File: config.mk
export PLATFORM = sky130hd
export DESIGN_NAME = b2d_dabble_stage
export DESIGN_NICKNAME = d
export VERILOG_FILES = /design/src/rtl/core/b2d_pkg.sv /design/src/rtl/core/b2d_dabble_stage.sv
export SDC_FILE = /design/constraint.sdc
export NUM_CORES = 1
export LEC_CHECK = 0
export BUFFER_PORTS_ARGS = -buffer_cell sky130_fd_sc_hd__buf_2
export CORE_MARGIN = 1.5
export CORE_UTILIZATION = 30
export CTS_BUF_LIST = sky130_fd_sc_hd__clkbuf_8
export DETAILED_ROUTE_END_ITERATION = 6
export SLEW_MARGIN = 25
export SYNTH_ARGS = -nofsm -noshare
export SYNTH_HDL_FRONTEND = slang
export SYNTH_SLANG_ARGS = --single-unit
File: constraint.sdc
create_clock -name clk -period 1 [get_ports clk]
set_input_delay 0.05 -clock clk [delete_from_list [all_inputs] [get_ports clk]]
set_output_delay 0.05 -clock clk [all_outputs]
set_load 0.01 [all_outputs]
File: src/rtl/core/b2d_pkg.sv
// Package for the binary to decimal digit converter: defaults, widths and helpers.
`default_nettype none
package b2d_pkg;
	localparam int ValueBitsDefault = 64;
	localparam int MaxDigitsDefault = 20;
	localparam int ValueW           = 64;
	localparam int CharW            = 6;
	localparam logic [CharW-1:0] AsciiZero = 6'd48;

	// Add 3 to a BCD nibble of five or more ahead of the doubling shift
	function automatic logic [3:0] dabble_adj(input logic [3:0] nib);
		logic [3:0] r;
		r = (nib >= 4'd5) ? nib + 4'd3 : nib;
		return r;
	endfunction
endpackage
`default_nettype wire

File: src/rtl/core/b2d_dabble_stage.sv
// One shift-add-3 step of the double-dabble conversion, registered.
`default_nettype none
module b2d_dabble_stage #(
	parameter int VALUE_BITS = b2d_pkg::ValueBitsDefault,
	parameter int BCD_DIGITS = 21
) (
	input  wire logic                      clk,
	input  wire logic                      arst_n,
	input  wire logic                      en,
	input  wire logic                      v_in,
	input  wire logic [BCD_DIGITS*4-1:0]   bcd_in,
	input  wire logic [VALUE_BITS-1:0]     bin_in,
	output logic                           v_q,
	output logic [BCD_DIGITS*4-1:0]        bcd_q,
	output logic [VALUE_BITS-1:0]          bin_q
);
	localparam int BcdW = BCD_DIGITS * 4;

	logic [BcdW-1:0] adj;

	// correct every digit, then shift in the next binary bit
	always_comb begin
		for (int d = 0; d < BCD_DIGITS; d++) begin
			adj[d*4 +: 4] = b2d_pkg::dabble_adj(bcd_in[d*4 +: 4]);
		end
	end

	always_ff @(posedge clk or negedge arst_n) begin
		if (!arst_n) begin
			v_q <= 1'b0;
		end else if (en) begin
			v_q <= v_in;
		end
	end

	always_ff @(posedge clk) begin
		if (en) begin
			bcd_q <= {adj[BcdW-2:0], bin_in[VALUE_BITS-1]};
			bin_q <= {bin_in[VALUE_BITS-2:0], 1'b0};
		end
	end
endmodule
`default_nettype wire

==> results of run 1 <==
==> logic make-up after synthesis <==
| group | count (synthesis) | share of synthesized area |
|---|---|---|
| xor+xnor | 21 | 0.02800 |
| mux | 22 | 0.03371 |
| compound gates | 61 | 0.05847 |
| flops | 148 | 0.6757 |
| simple gates | 145 | 0.09846 |
| other cells | 1 | 0.0005708 |
| fa+ha+maj | 42 | 0.07998 |
| buf+inv | 43 | 0.02514 |
==> worst max-delay path by stage <==
stage | start | to | slack (ns)
6_report | bcd_q[62]$_DFFE_PP_ | bcd_q[62] | -0.06
5_1_grt | bcd_q[21]$_DFFE_PP_ | bcd_q[21] | -0.13
4_1_cts | bcd_q[21]$_DFFE_PP_ | bcd_q[21] | -0.13
3_5_place_dp | bcd_in[61] | bcd_q[62]$_DFFE_PP_ | -0.13
3_3_place_gp | bcd_in[45] | bcd_q[46]$_DFFE_PP_ | -0.11
2_1_floorplan | bcd_in[9] | bcd_q[10]$_DFFE_PP_ | 0.07
==> area by class of cell <==
class | count | area (sq um) | share of cell area
timing repair buffer | 516 | 3591 | 0.3271
clock inverter | 12 | 198.9 | 0.01812
sequential | 148 | 4439 | 0.4044
inverter | 42 | 157.7 | 0.01436
clock buffer | 20 | 275.3 | 0.02508
tap | 275 | 344.1 | 0.03135
multi-input combinational | 292 | 1966 | 0.1791
antenna | 2 | 5.005 | 0.0004559
==> power by group through the flow <==
stage / sequential [W] / clock, W / combinational, W
final: 0.00765 / 0.00553 / 0.00287
after global routing: 0.00771 / 0.00593 / 0.00316
after CTS: 0.00765 / 0.00571 / 0.00285
after detailed placement: 0.00779 / 0 / 0.00240
after global placement: 0.00776 / 0 / 0.00237
after floorplan: 0.00811 / 0 / 0.000604
==> flip-flops by register name, indices dropped and copies added, names as in the netlist <==
signal	flops
bin_q	63
bcd_q	84
v_q	1
==> synthesized netlist by cell type, drive strengths merged <==
master and number:
nand2b 41, nor2 21, xnor2 21, nand2 83, dfrtp 1, mux2 1, inv 42, edfxtp 147
mux2i 21, buf 1, ha 42, conb 1, o21ai 40, a21oi 21
==> through the flow <==
stage / power (W) / hold slack, ns / worst slack [ns] / TNS (ns)
2_1_floorplan: 0.008714 / -0.2456 / 0.07053 / 0
3_3_place_gp: 0.01014 / -0.1621 / -0.1101 / -2.959
3_5_place_dp: 0.01019 / -0.1623 / -0.1251 / -3.933
4_1_cts: 0.01621 / 0.0001288 / -0.1253 / -8.415
5_1_grt: 0.01681 / 0.007714 / -0.1278 / -11.47
6_report: 0.01605 / 0.02418 / -0.05711 / -1.488
==> repair_timing <==
| item | CTS | global route |
|---|---|---|
| endpoints found under the setup margin | 148 | 212 |
| pin swaps | 0 | 0 |
| hold endpoints to repair | 152 | 0 |
| resized for setup | 0 | 14 |
| hold buffers | 145 | 0 |
==> per-layer routing <==
layer / vias to the layer above / global-route usage
li1: 2752 / -
met1: 2461 / 0.1560
met2: 192 / 0.2824
met3: 23 / 0.05663
met4: 0 / 0.06359
met5: - / 0
==> layout by cell type (no fill, tap or decap) <==
cell and count:
xnor2_1 21, nand2b_1 41, conb_1 1, o21ai_0 19
buf_12 4, dlygate4sd3_1 145, bufinv_16 5, ha_1 42
edfxtp_1 147, buf_6 8, buf_2 290, dfrtp_1 1
nand2_1 83, diode_2 2, inv_1 43, o21ai_1 21
buf_4 69, inv_6 3, nor2_1 21, mux2_2 1
clkinv_4 1, clkinv_2 2, clkbuf_8 20, a21oi_2 21
mux2i_1 21
==> results.py, run 1 <==
metrics = {
    "outcome": {
        "outcome": "finished with violations",
        "violations": "negative setup slack",
    },
    "detailed_routing": {
        "drc": 0,
        "drtAntennaViolNets": 0,
        "routedWlPerCell_um": 13.21,
        "met3WireLength_mm": 1.507,
        "drtIter0Drc": 212,
        "routed-wl-met2_mm": 8.861,
        "routed_via_density": 4.153,
        "wl_met1_mm": 6.532,
        "firstDrtPassIters": 4,
        "highest_layer": "met4",
        "routed_wl_mm": 17.27,
        "vias": 5428,
    },
    "setup_path": {
        "critPathRequiredTime_ns": 0.95,
        "path_buf_inv": 1,
        "regToRegEndpoint": "v_q$_DFFE_PN0P_",
        "worst-setup-path-type": "flip-flop to primary output",
        "worst-path-stages": 1,
        "r2r-start": "v_q$_DFFE_PN0P_",
        "crit_path_max_fanout": 1,
        "r2r_cells": 1,
        "worstPathCellList": "buf_2",
        "slowest_stage": "edfxtp_1",
        "crit_path_start_kind": "flip-flop",
        "critPathTopFamily": "flip-flops",
        "crit_arrival_ns": 1.01,
        "max_stage_delay_ns": 0.40,
        "end_kind": "primary output",
        "r2r_slack_ns": 0.26,
    },
    "die": {
        "dieArea_sq_um": 22800,
        "io_pins": 301,
        "initial_utilization": 0.3096,
        "core_sq_um": 21220,
        "die_h_um": 151.0,
        "die_w_um": 151.0,
        "placementRows": 53,
    },
    "timing": {
        "fin_ws_ns": -0.05711,
        "period_needed_ns": 1.057,
        "setup-violations-final": 89,
        "maxSlewViolCount": 0,
        "skew_ns": 0,
        "hold_viol": 0,
        "rsz0062_at_grt": "true",
        "timing.fmax_mhz": 946.0,
        "period_share": 1.057,
    },
    "grt": {
        "antenna_found_initial": 2,
        "overflow": 0,
        "grt_max_degree": 33,
        "track_usage": 0.1537,
        "grt_pass1_wl_mm": 26.60,
        "grt_pass1_vias": 5667,
    },
    "synthesis": {
        "ys_seq_area_frac": 0.6757,
        "synth_area_sq_um": 6570,
        "syn_area_per_cell_sq_um": 13.60,
        "yosys.area.top_type": "edfxtp_1",
        "yosysTopAreaCellShare": 0.6719,
        "ys_ff_latch": 148,
        "synth.distinct_cells": 15,
        "syn_nets": 677,
        "synth_area_leaders": "edfxtp_1 (67%), ha_1 (8.0%), nand2_1 (4.7%), nand2b_1 (3.9%), mux2i_1 (3.2%)",
        "synthCells": 483,
        "yosysWarnings": 0,
    },
    "job": {
        "maxCapViolations": 0,
    },
    "finish": {
        "nFillCells": 1865,
        "drive_gt1_frac": 0.4117,
        "syn2layout_area_growth_pct": 67.07,
        "final_util": 0.5173,
        "design_area_sq_um": 10980,
        "final_nets": 1211,
        "stdcell_count": 1307,
    },
    "power": {
        "power_density_nw_per_um2": 1462,
        "pwr-share-comb": 0.179,
        "p_leak_nw": 4.993,
        "seqPwrFrac": 0.477,
        "p_clk_frac": 0.345,
        "p_sw_w": 0.003857,
        "p_sw_frac": 0.2404,
        "intPower_w": 0.01219,
        "vdd_drop_max_mv": 0.9996,
    },
    "cts": {
        "htreeDepth": 4,
        "clkSlewWorstSetupHoldPaths_ns": 0.09,
        "worst_skew_pair.late_latency_ns": 0.44,
        "numCtsBuffers": 17,
        "clockBufferDepth": 2,
        "ctsRootBufferMaster": "clkbuf_8",
        "tritoncts": "done",
        "cts_setup_buffers": 0,
        "cts.sinks": 148,
    },
    "place": {
        "gp_congestion": 0.7696,
        "portBuffers": 299,
        "dp_cells": 1128,
        "dpl-instance-area_sq_um": 8987,
        "hpwl_mm": 12.51,
    },
    "min_path": {
        "hold_end": "bcd_q[80]$_DFFE_PP_",
        "worstHoldPathCells": 3,
        "hp-start": "bcd_in[77]",
        "holdCritPathClass": "input port to flip-flop",
    },
}
Note: power is estimated with default switching activity, not from simulation.
==> inputs of run 2 (changes only) <==
--- a/config.mk
+++ b/config.mk
@@ -10,7 +10,9 @@
 export CORE_UTILIZATION = 30
 export CTS_BUF_LIST = sky130_fd_sc_hd__clkbuf_8
 export DETAILED_ROUTE_END_ITERATION = 6
+export PLACE_DENSITY = 0.56
 export SLEW_MARGIN = 25
 export SYNTH_ARGS = -nofsm -noshare
 export SYNTH_HDL_FRONTEND = slang
 export SYNTH_SLANG_ARGS = --single-unit
+export TNS_END_PERCENT = 50
==> run 2 against run 1 <==
Net effect:
- the flow still finishes with violations (negative setup slack)
- first-iteration DRC count shrank 9.9%
- clock skew is the same
- routed wire length shrank 3.0%
- combinational power is essentially flat
- critical path depth is the same
- clock-buffer cell count shrank 3
- sequential power is essentially flat
- total power shrank 9.6%
- die area is the same
- largest cell class unchanged
- largest power group unchanged
- highest routed layer unchanged
==> results.py, run 2 (synthesis results as in run 1) <==
metrics = {
    "finish": {
        "drive_gt1_frac": 0.3998,
        "largest_reg_flops": 84,
        "final_nets": 1210,
        "reg.largest.list": "bcd_q: 84 flops, bin_q: 63 flops, v_q: 1 flops",
        "n_antenna_cell": 0,
        "final_common_cell": "buf_2",
        "final_cell_mix": "buf_2 (294), dlygate4sd3_1 (153), edfxtp_1 (147)",
        "top_register": "bcd_q",
        "stdcell_count": 1303,
        "nFillCells": 1919,
        "syn2layout_area_growth_pct": 64.58,
    },
    "grt": {
        "overflow": 0,
        "grt_pass1_wl_mm": 25.74,
        "grt_max_degree": 55,
        "antenna_found_initial": 0,
        "track_usage": 0.1481,
        "grt_pass1_vias": 5461,
    },
    "setup_path": {
        "crit_path_start": "bcd_q[2]$_DFFE_PP_",
        "path_buf_inv": 1,
        "critPathTopFamily": "flip-flops",
        "r2r_cells": 1,
        "worst-setup-path-type": "flip-flop to primary output",
        "r2r-start": "v_q$_DFFE_PN0P_",
        "crit_path_start_kind": "flip-flop",
        "regToRegEndpoint": "v_q$_DFFE_PN0P_",
        "r2r_slack_ns": 0.26,
        "end_kind": "primary output",
        "slowest_stage": "edfxtp_1",
        "crit_path_max_fanout": 1,
        "crit_arrival_ns": 0.99,
        "critPathRequiredTime_ns": 0.95,
        "max_stage_delay_ns": 0.40,
        "worstPathCellList": "buf_2",
    },
    "power": {
        "intPower_w": 0.01066,
        "vdd_drop_max_mv": 0.7118,
        "seqPwrFrac": 0.526,
        "power_density_nw_per_um2": 1342,
        "p_sw_w": 0.003844,
        "pwr-share-comb": 0.196,
        "p_clk_frac": 0.278,
        "p_leak_nw": 4.890,
        "power_w": 0.01451,
        "p_sw_frac": 0.2650,
    },
    "place": {
        "dp_cells": 1119,
        "portBuffers": 299,
        "hpwl_mm": 12.09,
        "gp_congestion": 0.7420,
    },
    "detailed_routing": {
        "firstDrtPassIters": 4,
        "drtAntennaViolNets": 0,
        "drtIter0Drc": 191,
        "routed_wl_mm": 16.76,
        "drc": 0,
        "routed_via_density": 4.189,
        "routedWlPerCell_um": 12.86,
        "vias": 5458,
    },
    "outcome": {
        "violations": "negative setup slack",
        "outcome": "finished with violations",
    },
    "timing": {
        "timing.fmax_mhz": 959.4,
        "setup-violations-final": 87,
        "period_share": 1.042,
        "hold_viol": 0,
        "maxSlewViolCount": 0,
        "rsz0062_at_grt": "true",
        "fin_ws_ns": -0.04235,
        "skew_ns": 0,
        "period_needed_ns": 1.042,
    },
    "die": {
        "dieArea_sq_um": 22800,
        "die_h_um": 151.0,
        "io_pins": 301,
        "placementRows": 53,
        "core_sq_um": 21220,
        "die_w_um": 151.0,
        "initial_utilization": 0.3096,
    },
    "job": {
        "maxCapViolations": 0,
    },
    "cts": {
        "htreeDepth": 4,
        "ctsRootBufferMaster": "clkbuf_8",
        "clkSlewWorstSetupHoldPaths_ns": 0.09,
        "tritoncts": "done",
        "clockBufferDepth": 2,
        "numCtsBuffers": 17,
        "cts.sinks": 148,
        "worst_skew_pair.late_latency_ns": 0.44,
    },
    "min_path": {
        "worstHoldPathCells": 3,
        "hp-start": "bcd_in[65]",
        "holdCritPathClass": "input port to flip-flop",
        "hold_end": "bcd_q[68]$_DFFE_PP_",
    },
}
## run 2: changes by cell type in the layout (fill, tap and decap cells not counted), sizes merged
cell and delta:
diode -2, clkinv +3, buf -9, dlygate4sd3 +8, bufinv -5, clkinvlp +4
clkbuf -3
## run 2: power by group through the flow
stage	logic, W	clock network (W)	registers (W)
final	0.00284	0.00403	0.00763
after global routing	0.00313	0.00446	0.00770
after CTS	0.00284	0.00422	0.00764
after detailed placement	0.00237	0	0.00778
after global placement	0.00235	0	0.00775
after floorplan	0.000604	0	0.00811
## run 2: worst max path at each step
| stage | end | slack (ns) | depth (start not counted) |
|---|---|---|---|
| 6_report | bcd_q[2] | -0.04 | 1 |
| 5_1_grt | bcd_q[2] | -0.15 | 1 |
| 4_1_cts | bcd_q[2] | -0.12 | 1 |
| 3_5_place_dp | bcd_q[66]$_DFFE_PP_ | -0.16 | 6 |
| 3_3_place_gp | bcd_q[26]$_DFFE_PP_ | -0.1 | 6 |
| 2_1_floorplan | bcd_q[10]$_DFFE_PP_ | 0.07 | 5 |
## run 2: area by class of cell
cell class / instances / area [sq um] / area share
Clock buffer: 17 / 234.0 / 0.02164
Clock inverter: 14 / 90.09 / 0.008331
Inverter: 42 / 157.7 / 0.01458
Multi-Input combinational cell: 292 / 1966 / 0.1818
Sequential cell: 148 / 4439 / 0.4106
Tap cell: 275 / 344.1 / 0.03182
Timing Repair Buffer: 515 / 3582 / 0.3313
## run 2: what timing repair did
item	in CTS	in global routing
pin swaps	0	2
setup buffers	0	0
setup endpoints to repair	148	161
hold buffers	153	2
hold endpoints to repair	147	2
gates resized for setup	0	11
## run 2: routing by layer
| metal | routed length (um) | up-vias | track usage |
|---|---|---|---|
| met5 | 0 | - | 0 |
| met4 | 220 | 0 | 0.05000 |
| met3 | 1422 | 14 | 0.06114 |
| met2 | 8670 | 188 | 0.2651 |
| met1 | 6442 | 2504 | 0.1565 |
| li1 | - | 2752 | - |
## run 2: through the flow
step                utilization  setup TNS [ns]  setup WS [ns]  hold WS [ns]  area, sq um
floorplan                     -               0        0.07053       -0.2456         6570
global placement         0.4209          -3.009       -0.09824       -0.1742         8932
detailed placement       0.4209          -3.665        -0.1606       -0.1740         8932
CTS                      0.5084          -9.544        -0.1194      0.002944        10790
global route             0.5096          -13.60        -0.1490      0.006519        10810
finish                   0.5096          -1.280       -0.04235       0.03112        10810
