<file path="src/rtl/core/b2d_pkg.sv">
// Package for the binary to decimal digit converter: defaults, widths and helpers.
`default_nettype none
package b2d_pkg;
	localparam int ValueBitsDefault = 64;
	localparam int MaxDigitsDefault = 20;
	localparam int ValueW           = 64;
	localparam int CharW            = 6;
	localparam logic [CharW-1:0] AsciiZero = 6'd48;

	// Add 3 to a BCD nibble of five or more ahead of the doubling shift
	function automatic logic [3:0] dabble_adj(input logic [3:0] nib);
		logic [3:0] r;
		r = (nib >= 4'd5) ? nib + 4'd3 : nib;
		return r;
	endfunction
endpackage
`default_nettype wire

</file>
<file path="src/rtl/core/b2d_out_if.sv">
// Output channel: one ASCII decimal digit per item.
`default_nettype none
interface b2d_out_if;
	logic                          valid;
	logic                          ready;
	logic [b2d_pkg::CharW-1:0]     digit_char;
	logic                          last_digit;
	modport source (output valid, output digit_char, output last_digit, input ready);
	modport sink   (input valid, input digit_char, input last_digit, output ready);
endinterface
`default_nettype wire

</file>
<file path="src/rtl/core/b2d_emit.sv">
// Digit emitter: skips leading zeros and sends the digits out one item at a time.
`default_nettype none
module b2d_emit #(
	parameter int MAX_DIGITS = b2d_pkg::MaxDigitsDefault,
	parameter int BCD_DIGITS = 21
) (
	input  wire logic                    clk,
	input  wire logic                    arst_n,
	input  wire logic                    v_in,
	input  wire logic [BCD_DIGITS*4-1:0] bcd_in,
	output logic                         take,
	b2d_out_if.source                    out_ch
);
	localparam int DigW = MAX_DIGITS * 4;
	localparam int RemW = $clog2(MAX_DIGITS + 1);

	logic              busy_q;
	logic              skip_q;
	logic [DigW-1:0]   dig_q;
	logic [RemW-1:0]   rem_q;
	logic              ov_q;
	logic [b2d_pkg::CharW-1:0] ochar_q;
	logic              olast_q;
	logic [DigW-1:0]   load_dig;
	logic [3:0]        top;
	logic              out_free;
	logic              skip_now;
	logic              fire;

	// keep the low digits, padding with zeros when BCD_DIGITS is below MAX_DIGITS
	always_comb begin
		for (int k = 0; k < MAX_DIGITS; k++) begin
			if (k < BCD_DIGITS) begin
				load_dig[k*4 +: 4] = bcd_in[k*4 +: 4];
			end else begin
				load_dig[k*4 +: 4] = 4'd0;
			end
		end
	end

	assign top      = dig_q[DigW-1 -: 4];
	assign out_free = !ov_q || out_ch.ready;
	assign take     = v_in && !busy_q;
	assign skip_now = busy_q && skip_q && (top == 4'd0) && (rem_q != RemW'(1));
	assign fire     = busy_q && !skip_now && out_free;

	// digit sequencer
	always_ff @(posedge clk or negedge arst_n) begin
		if (!arst_n) begin
			busy_q <= 1'b0;
			skip_q <= 1'b0;
			rem_q  <= '0;
		end else if (take) begin
			busy_q <= 1'b1;
			skip_q <= 1'b1;
			rem_q  <= RemW'(MAX_DIGITS);
		end else if (skip_now) begin
			rem_q <= rem_q - RemW'(1);
		end else if (fire) begin
			skip_q <= 1'b0;
			rem_q  <= rem_q - RemW'(1);
			if (rem_q == RemW'(1)) begin
				busy_q <= 1'b0;
			end
		end
	end

	always_ff @(posedge clk) begin
		if (take) begin
			dig_q <= load_dig;
		end else if (skip_now || fire) begin
			dig_q <= {dig_q[DigW-5:0], 4'd0};
		end
	end

	// output register
	always_ff @(posedge clk or negedge arst_n) begin
		if (!arst_n) begin
			ov_q <= 1'b0;
		end else if (fire) begin
			ov_q <= 1'b1;
		end else if (out_ch.ready) begin
			ov_q <= 1'b0;
		end
	end

	always_ff @(posedge clk) begin
		if (fire) begin
			ochar_q <= b2d_pkg::AsciiZero + {2'b00, top};
			olast_q <= (rem_q == RemW'(1));
		end
	end

	assign out_ch.valid      = ov_q;
	assign out_ch.digit_char = ochar_q;
	assign out_ch.last_digit = olast_q;

	a_char_range: assert property (@(posedge clk) disable iff (!arst_n)
		ov_q |-> (ochar_q >= 6'd48 && ochar_q <= 6'd57))
		else $error("digit out of range");
	a_rem_live: assert property (@(posedge clk) disable iff (!arst_n)
		busy_q |-> rem_q != '0)
		else $error("busy with no digits left");
	a_last_ends: assert property (@(posedge clk) disable iff (!arst_n)
		(fire && rem_q == RemW'(1)) |=> !busy_q)
		else $error("run did not end after last digit");
	a_no_load_busy: assert property (@(posedge clk) disable iff (!arst_n)
		take |-> !busy_q)
		else $error("load while busy");
endmodule
`default_nettype wire

</file>
<file path="src/flat_wrapper.sv">
// flat-port wrapper written by rule: the top's interface ports become plain ports
module b2d_emit_flat 
#(
	parameter int MAX_DIGITS = b2d_pkg::MaxDigitsDefault,
	parameter int BCD_DIGITS = 21
)
  (clk, arst_n, v_in, bcd_in, take, out_ch_valid, out_ch_digit_char, out_ch_last_digit, out_ch_ready);
  b2d_out_if out_ch_i ();
  input  wire logic clk;
  input  wire logic arst_n;
  input  wire logic v_in;
  input  wire logic [BCD_DIGITS*4-1:0] bcd_in;
  output logic take;
  output wire logic [$bits(out_ch_i.valid)-1:0] out_ch_valid;
  output wire logic [$bits(out_ch_i.digit_char)-1:0] out_ch_digit_char;
  output wire logic [$bits(out_ch_i.last_digit)-1:0] out_ch_last_digit;
  input wire logic [$bits(out_ch_i.ready)-1:0] out_ch_ready;
  assign out_ch_valid = out_ch_i.valid;
  assign out_ch_digit_char = out_ch_i.digit_char;
  assign out_ch_last_digit = out_ch_i.last_digit;
  assign out_ch_i.ready = out_ch_ready;
  b2d_emit #(.MAX_DIGITS(MAX_DIGITS), .BCD_DIGITS(BCD_DIGITS)) u_core (.clk(clk), .arst_n(arst_n), .v_in(v_in), .bcd_in(bcd_in), .take(take), .out_ch(out_ch_i));
endmodule
</file>
<file path="config.mk">
export PLATFORM = sky130hd
export DESIGN_NAME = b2d_emit_flat
export DESIGN_NICKNAME = d
export VERILOG_FILES = /design/src/rtl/core/b2d_pkg.sv /design/src/rtl/core/b2d_out_if.sv /design/src/rtl/core/b2d_emit.sv /design/src/flat_wrapper.sv
export SDC_FILE = /design/constraint.sdc
export NUM_CORES = 1
export LEC_CHECK = 0
export ABC_CLOCK_PERIOD_IN_PS = 5000
export BUFFER_PORTS_ARGS = -buffer_cell sky130_fd_sc_hd__buf_4
export CORE_MARGIN = 2
export CORE_UTILIZATION = 53
export DETAILED_ROUTE_END_ITERATION = 7
export PLACE_DENSITY_LB_ADDON = 0.08
export SYNTH_ARGS = -nofsm -noshare
export SYNTH_HDL_FRONTEND = slang
export SYNTH_SLANG_ARGS = --single-unit
export TNS_END_PERCENT = 10
</file>
<file path="constraint.sdc">
create_clock -name clk -period 5 [get_ports clk]
set_input_delay 1 -clock clk [delete_from_list [all_inputs] [get_ports clk]]
set_output_delay 1 -clock clk [all_outputs]
set_load 0.01 [all_outputs]
</file>
==> results.yml, run 1 <==
timing:
  tightestPinTransition_ps: 947
  maxSlewViolCount: 0
  rsz0062_at_grt: "no"
  max-slew-margin-rel_pct: 36.8
  finalCriticalPeriod_ps: 2630
  finalSetupTns_ps: 0
  fin_ws_ps: 2370
  min_period_over_period_pct: 52.7
  finalClockSkew_ps: 13.7
  hold_viol: 0
  max_freq_mhz: 380
  final-setup-viol-count: 0
drt:
  route.vias.total: 2768
  vias_per_cell: 4.82
  drt_iter0_drc: 130
  wl_per_cell_um: 12.7
  drt_wl_total_um: 7280
  drt_pass1_iterations: 4
  antenna_left: 0
  drc: 0
yosys:
  synth_top_cell_by_area: "edfxtp_1"
  seq_area_frac_synth_pct: 68.5
  ys_seq_elements: 93
  syn_area_per_cell_um2: 10.4
  netlist_area_mm2: 0.00402
  yosysTopAreaCellShare_pct: 63.5
  syn_inst: 385
  yosysWarningCount: 0
  netlist_top_cells_area: "edfxtp_1 63%, nand2_1 22%, dfrtp_1 5.0%, clkbuf_1 0.93%, buf_2 0.87%"
  synthDistinctLibCells: 32
clock_network:
  post-cts-setup-buffers: 0
  cts_made_buffers: 9
  clockBufferDepth: 2
  cts_tree: "done"
  h-tree-depth: 3
  cts_resized: 0
  root_buffer: "clkbuf_8"
  clk_pin_slew_worst_paths_ps: 90
  clock_latency_ps: 350
  hold_buffers: 0
  clock-sinks: 93
global_route:
  grt_first_pass_wirelength_um: 12300
  grt_max_degree: 86
  overflow: 0
  first_global_vias: 2790
  grtUsageTotal_pct: 18.6
  antenna_found_initial: 0
critical_path:
  crit_path_cell_trace: "or4_4 -> o32ai_4 -> buf_12 -> nand2_2 -> o22a_2"
  start_kind: "register"
  critPathSlowestCell: "o32ai_4"
  timing_worst_setup_path_type: "reg2reg"
  crit_fanout: 68
  path_buf_inv: 1
  critPathRequiredTime_ps: 5240
  critPathMaxStageDelay_ps: 790
  end_kind: "register"
  cp_top_family: "compound AO/OA/AOI/OAI gates"
  crit_arrival_ps: 2880
layout:
  nFillCells: 590
  diodes: 0
  area_growth_pct: 22.8
  multiInputGateArea_mm2: 0.00117
  drive_above_1_share_pct: 24.6
  ff_latch_area_mm2: 0.00275
  nNetsFinal: 560
place:
  globalplace.congestion: 0.747
  io_buffer_count: 90
  dp_slack_ps: 2310
  place_hpwl_um: 4710
floorplan:
  fp.dieH_um: 91.1
  rows: 31
  die_w_um: 91.1
  start_util_pct: 55.1
  core-area_mm2: 0.00729
  num_io_pins: 97
  dieArea_mm2: 0.00830
worst_hold_path:
  hold_class: "in2async"
pwr:
  powerDensity_mw_per_mm2: 477
  power_leakage_uw: 0.00223
  ir_worst_vdd_mv: 0.211
outcome:
  status: "complete, no violations"
run:
  cap_viol_max_count: 0
per-layer routing:
metal  vias to the layer above  global-route usage, %  share of wire [%]
li1                       1421                      -                  -
met1                      1260                   24.7                 45
met2                        81                   30.1                 49
met3                         6                   3.15                5.3
met4                         0                   8.71                1.0
met5                         -                      0                  0
power breakdown:
part           total (uW)  switching [uW]  internal, uW
logic                 561             331           229
registers            1360            99.5          1260
clock network         433             254           179
final timing paths:
path	startpoint	endpoint	slack, ps	cells past startpoint
max	u_core.dig_q[77]	u_core.rem_q[2]	2370	5
min in group clk	u_core.dig_q[77]	u_core.out_ch.digit_char[1]	460	0
max in group asynchronous	arst_n	u_core.rem_q[1]	4410	1
min	arst_n	u_core.out_ch.valid	440	1
max reg2reg	u_core.dig_q[77]	u_core.rem_q[2]	2370	5
min reg2reg	u_core.dig_q[77]	u_core.out_ch.digit_char[1]	460	0
Yosys cell counts:
master and instances:
a211oi_1 1, a21oi_1 1, a31oi_1 1, and2_1 4, and3_4 1, and3b_1 1
buf_1 1, buf_2 7, buf_4 2, clkbuf_1 10, conb_1 1, dfrtp_1 8
edfxtp_1 85, ha_1 2, inv_1 3, mux2i_1 1, nand2_1 232, nand2_2 1
nand2b_1 3, nand4_1 1, nor2_1 4, nor2_2 1, nor3_1 2, nor4b_4 1
o21a_1 2, o21ai_0 1, o22a_2 1, o2bb2ai_1 2, o32ai_4 1, or2_2 2
or3_1 1, or4_4 1
cells in the final DEF (no fill, tap or decap), drive strengths merged, types with 2 or more instances in the layout:
| master | netlist | final |
|---|---|---|
| and2 | 4 | 4 |
| inv | 3 | 4 |
| nor3 | 2 | 2 |
| clkinv | 0 | 2 |
| buf | 10 | 93 |
| clkinvlp | 0 | 3 |
| nor2 | 5 | 5 |
| dfrtp | 8 | 8 |
| nand2b | 3 | 3 |
| o21a | 2 | 2 |
| conb | 1 | 2 |
| ha | 2 | 2 |
| or2 | 2 | 2 |
| edfxtp | 85 | 85 |
| nand2 | 233 | 233 |
| clkbuf | 10 | 10 |
| o2bb2ai | 2 | 2 |
worst reg2reg max path, cell delays in order, from the launching register on:
cell	delay (ps)
edfxtp_1	390
or4_4	580
o32ai_4	790
buf_12	410
nand2_2	140
o22a_2	210
per-stage QoR:
step / area [um^2] / utilization, % / std cells / hold slack, ps / power [uW]
after global placement: 4770 / 65.4 / 558 / 439 / 1910
after detailed placement: 4770 / 65.4 / 558 / 435 / 1950
after floorplan: 4020 / - / 386 / 427 / 1750
after global routing: 4940 / 67.7 / 574 / 434 / 2510
final: 4940 / 67.7 / 574 / 445 / 2350
after CTS: 4940 / 67.7 / 574 / 431 / 2380
final cells by class:
class	count	share of cell area, %
tap	99	2.51
inverter	3	0.228
clock inverter	6	0.786
clock buffer	10	2.59
timing repair buffer	93	14.4
multi-input combinational	270	23.7
sequential	93	55.8
flip-flops by register name (all words and copies together), names as in the netlist:
name / count
u_core.out_ch.last_digit: 1
u_core.busy_q: 1
u_core.rem_q: 5
u_core.out_ch.valid: 1
u_core.out_ch.digit_char: 4
u_core.skip_q: 1
u_core.dig_q: 80
kinds of logic after synthesis:
family,Yosys count,synth area share [%]
AO/OA/AOI/OAI,10,2.33
adder cells (fa/ha/maj),2,0.622
buffers and inverters,23,2.55
flip-flops,93,68.5
multiplexers,1,0.249
other,1,0.0933
AND/OR/NAND/NOR,255,25.7
Note: power is estimated with default switching activity, not from simulation.
==> run 2: changes to the inputs <==
- ABC_CLOCK_PERIOD_IN_PS: 5000 -> 2750
- clock period: 5 -> 2.75 ns (I/O delays scaled with it)
==> results.yml, run 2 (synthesis results as in run 1) <==
outcome:
  status: "complete, no violations"
timing:
  fin_ws_ps: 597
  finalSetupTns_ps: 0
  max_freq_mhz: 464
  maxSlewViolCount: 0
  final-setup-viol-count: 0
  hold_viol: 0
  finalClockSkew_ps: 10.3
  max-slew-margin-rel_pct: 49.0
  tightestPinTransition_ps: 765
  min_period_over_period_pct: 78.3
  rsz0062_at_grt: "no"
  finalCriticalPeriod_ps: 2150
layout:
  final_cell_mix: "232 x nand2_1, 93 x buf_4, 85 x edfxtp_1"
  area_growth_pct: 23.7
  largest_register_ffs: 80
  nNetsFinal: 563
  drive_above_1_share_pct: 24.9
  diodes: 0
  regMostFlops: "u_core.dig_q"
  layout_commonest_cell: "nand2_1"
critical_path:
  critPathRequiredTime_ps: 2200
  start_kind: "register"
  timing_worst_setup_path_type: "reg2out"
  crit_path_cell_trace: "nand2b_2 -> inv_2 -> buf_4"
  critPathSlowestCell: "dfrtp_1"
  crit_arrival_ps: 1600
  crit_fanout: 29
  critPathMaxStageDelay_ps: 440
  end_kind: "output port"
drt:
  drc: 0
  drt_pass1_iterations: 4
  vias_per_cell: 4.86
  wl_per_cell_um: 12.6
  route.vias.total: 2805
  antenna_left: 0
  drt_wl_total_um: 7250
  drt_iter0_drc: 177
clock_network:
  clock_latency_ps: 350
  post-cts-setup-buffers: 0
  cts_made_buffers: 9
  cts_resized: 0
  h-tree-depth: 3
  clk_pin_slew_worst_paths_ps: 90
  cts_tree: "done"
  clockBufferDepth: 2
  clock-sinks: 93
  root_buffer: "clkbuf_8"
global_route:
  grtUsageTotal_pct: 18.3
  grt_max_degree: 79
  antenna_found_initial: 0
  grt_first_pass_wirelength_um: 12200
  overflow: 0
  first_global_vias: 2789
pwr:
  ir_worst_vdd_mv: 0.387
  power_leakage_uw: 0.00224
  powerDensity_mw_per_mm2: 861
floorplan:
  rows: 31
  dieArea_mm2: 0.00830
  fp.dieH_um: 91.1
  die_w_um: 91.1
  start_util_pct: 55.1
  core-area_mm2: 0.00729
  num_io_pins: 97
place:
  io_buffer_count: 90
  dp_slack_ps: 718
  place_hpwl_um: 4860
  globalplace.congestion: 0.742
worst_hold_path:
  hold_class: "in2reg"
run:
  cap_viol_max_count: 0
[run 2: path summary, 6_finish.rpt]
path	startpoint	to	slack, ps	depth (start not counted)
worst max-delay path	u_core.busy_q	take	600	3
worst min-delay path	bcd_in[5]	u_core.dig_q[5]	450	3
worst max register to register	u_core.dig_q[77]	u_core.dig_q[6]	710	3
worst min register to register	u_core.dig_q[76]	u_core.out_ch.digit_char[0]	460	0
max in group asynchronous	arst_n	u_core.rem_q[2]	2070	2
min in group asynchronous	arst_n	u_core.rem_q[3]	550	2
[run 2: layer usage]
metal	share of wire, %	up-vias	GRT usage [%]
met5	0	-	0
met4	1.7	0	7.58
met3	4.9	10	2.82
met2	48	77	29.8
met1	45	1291	24.8
li1	-	1427	-
[run 2: worst max-delay path, delay by kind of cell, from the launching register on]
family | cells | cell delay, ps
flip-flops | 1 | 440
AND/OR/NAND/NOR | 1 | 210
buffers and inverters | 2 | 600
[run 2: power by group]
part	switching, uW	internal, uW
clock network	460	321
logic	602	429
registers	181	2290
total	1240	3040
[run 2: layout make-up]
cell class                      instances  area [um^2]
Fill cell                             627         2320
Inverter                                3         11.3
Timing Repair Buffer                   96          748
Clock buffer                            9          124
Sequential cell                        93         2750
Tap cell                               99          124
Multi-Input combinational cell        270         1170
Clock inverter                          7         42.5
[run 2: stage by stage]
| stage | util (%) | total power (uW) | hold WS [ps] | cells | instance area (um^2) |
|---|---|---|---|---|---|
| final | 68.2 | 4280 | 453 | 577 | 4970 |
| after global routing | 68.2 | 4570 | 441 | 577 | 4970 |
| after CTS | 68.2 | 4330 | 441 | 577 | 4970 |
| after global placement | 65.8 | 3490 | 377 | 560 | 4800 |
| after detailed placement | 65.8 | 3560 | 378 | 560 | 4800 |
| after floorplan | - | 3180 | 254 | 386 | 4020 |
[run 2: what timing repair did]
action | 4_1_cts | 5_1_grt
hold buffers | 1 | 0
hold endpoints to repair | 6 | 0
setup endpoints to repair | 0 | 0
==> run 3: changes to the inputs <==
- ABC_CLOCK_PERIOD_IN_PS: 2750 -> 2200
- clock period: 2.75 -> 2.2 ns (I/O delays scaled with it)
==> results.yml, run 3 (synthesis results as in run 1) <==
place:
  globalplace.congestion: 0.740
  place_hpwl_um: 4710
  io_buffer_count: 90
timing:
  finalCriticalPeriod_ps: 2070
  hold_viol: 0
  max_freq_mhz: 483
  finalClockSkew_ps: 10.1
  min_period_over_period_pct: 94.1
  rsz0062_at_grt: "no"
  maxSlewViolCount: 0
  finalSetupTns_ps: 0
  final-setup-viol-count: 0
critical_path:
  end_kind: "register"
  timing_worst_setup_path_type: "reg2reg"
  critPathRequiredTime_ps: 2250
  crit_fanout: 31
  start_kind: "register"
  crit_arrival_ps: 2120
worst_hold_path:
  hold_class: "in2reg"
outcome:
  status: "complete, no violations"
floorplan:
  fp.dieH_um: 91.1
  rows: 31
  num_io_pins: 97
  die_w_um: 91.1
  start_util_pct: 55.1
  core-area_mm2: 0.00729
  dieArea_mm2: 0.00830
global_route:
  overflow: 0
  antenna_found_initial: 0
  grtUsageTotal_pct: 18.0
  use_met2_pct: 27.6
  grt_max_degree: 79
  gr-usage-met1_pct: 25.8
  gr-usage-met3_pct: 3.24
  grt_first_pass_wirelength_um: 11800
  grt_busiest_layer: "met2"
  first_global_vias: 2640
drt:
  vias_per_cell: 4.74
  drt_iter0_drc: 136
  drt_wl_total_um: 7110
  route.vias.total: 2752
  drt_pass1_iterations: 4
  antenna_left: 0
  drc: 0
  wl_per_cell_um: 12.3
clock_network:
  clock_latency_ps: 340
  clockBufferDepth: 2
  root_buffer: "clkbuf_8"
  cts_tree: "done"
  cts_resized: 0
  cts_made_buffers: 9
  clk_pin_slew_worst_paths_ps: 90
  h-tree-depth: 3
  clock-sinks: 93
layout:
  layout_commonest_cell: "nand2_1"
  area_growth_pct: 26.7
  final_cell_mix: "232 x nand2_1, 94 x buf_4, 85 x edfxtp_1"
  regMostFlops: "u_core.dig_q"
  nNetsFinal: 566
  diodes: 0
  largest_register_ffs: 80
  drive_above_1_share_pct: 25.8
  fin_util_pct: 69.8
run:
  cap_viol_max_count: 0
pwr:
  ir_worst_vdd_mv: 0.528
  powerDensity_mw_per_mm2: 1130
  power_leakage_uw: 0.00231
-- run 3: layout make-up --
class                           instances  area (um^2)
Sequential cell                        93         2750
Fill cell                             587         2200
Multi-Input combinational cell        270         1170
Timing Repair Buffer                   99          796
Clock buffer                            9          124
Tap cell                               99          124
Clock inverter                          7          114
Inverter                                3         11.3
-- run 3: power by group --
group	total, uW	switching (uW)	internal (uW)
clock network	1330	579	749
logic	1340	761	578
registers	3080	221	2860
total	5750	1560	4190
-- run 3: critical path, stage by stage, from the launching register on --
cell and delay, ps:
edfxtp_1 380, or4_4 580, o32ai_4 390, buf_4 210, buf_12 200
-- run 3: per-stage QoR --
step | setup WS, ps | hold slack (ps) | total power [uW] | instance area, um^2 | instances
after floorplan | -1340 | 144 | 3980 | 4020 | 386
after global placement | 136 | 267 | 4390 | 4830 | 561
after detailed placement | 115 | 264 | 4470 | 4830 | 561
after CTS | 93.5 | 333 | 5790 | 5080 | 578
after global routing | 47.1 | 334 | 6130 | 5090 | 580
final | 130 | 348 | 5750 | 5090 | 580
-- run 3: worst paths after layout --
kind / to / startpoint / depth (start not counted) / slack, ps
max reg2reg: u_core.dig_q[7] / u_core.dig_q[77] / 4 / 130
max in group asynchronous: u_core.rem_q[1] / arst_n / 2 / 1630
min in group asynchronous: u_core.out_ch.valid / arst_n / 2 / 440
min: u_core.dig_q[58] / bcd_in[58] / 3 / 350
min reg2reg: u_core.out_ch.digit_char[1] / u_core.dig_q[77] / 0 / 450
max: u_core.dig_q[7] / u_core.dig_q[77] / 4 / 130
-- run 3: layer usage --
metal | share of wire, % | wire length [um]
met1 | 48 | 3430
met2 | 47 | 3310
met3 | 4.6 | 324
met4 | 0.63 | 45
met5 | 0 | 0
-- run 3: what timing repair did --
item	CTS	global route
hold buffers	1	0
setup buffers	0	2
endpoints found under the setup margin	0	1
hold endpoints to repair	8	0
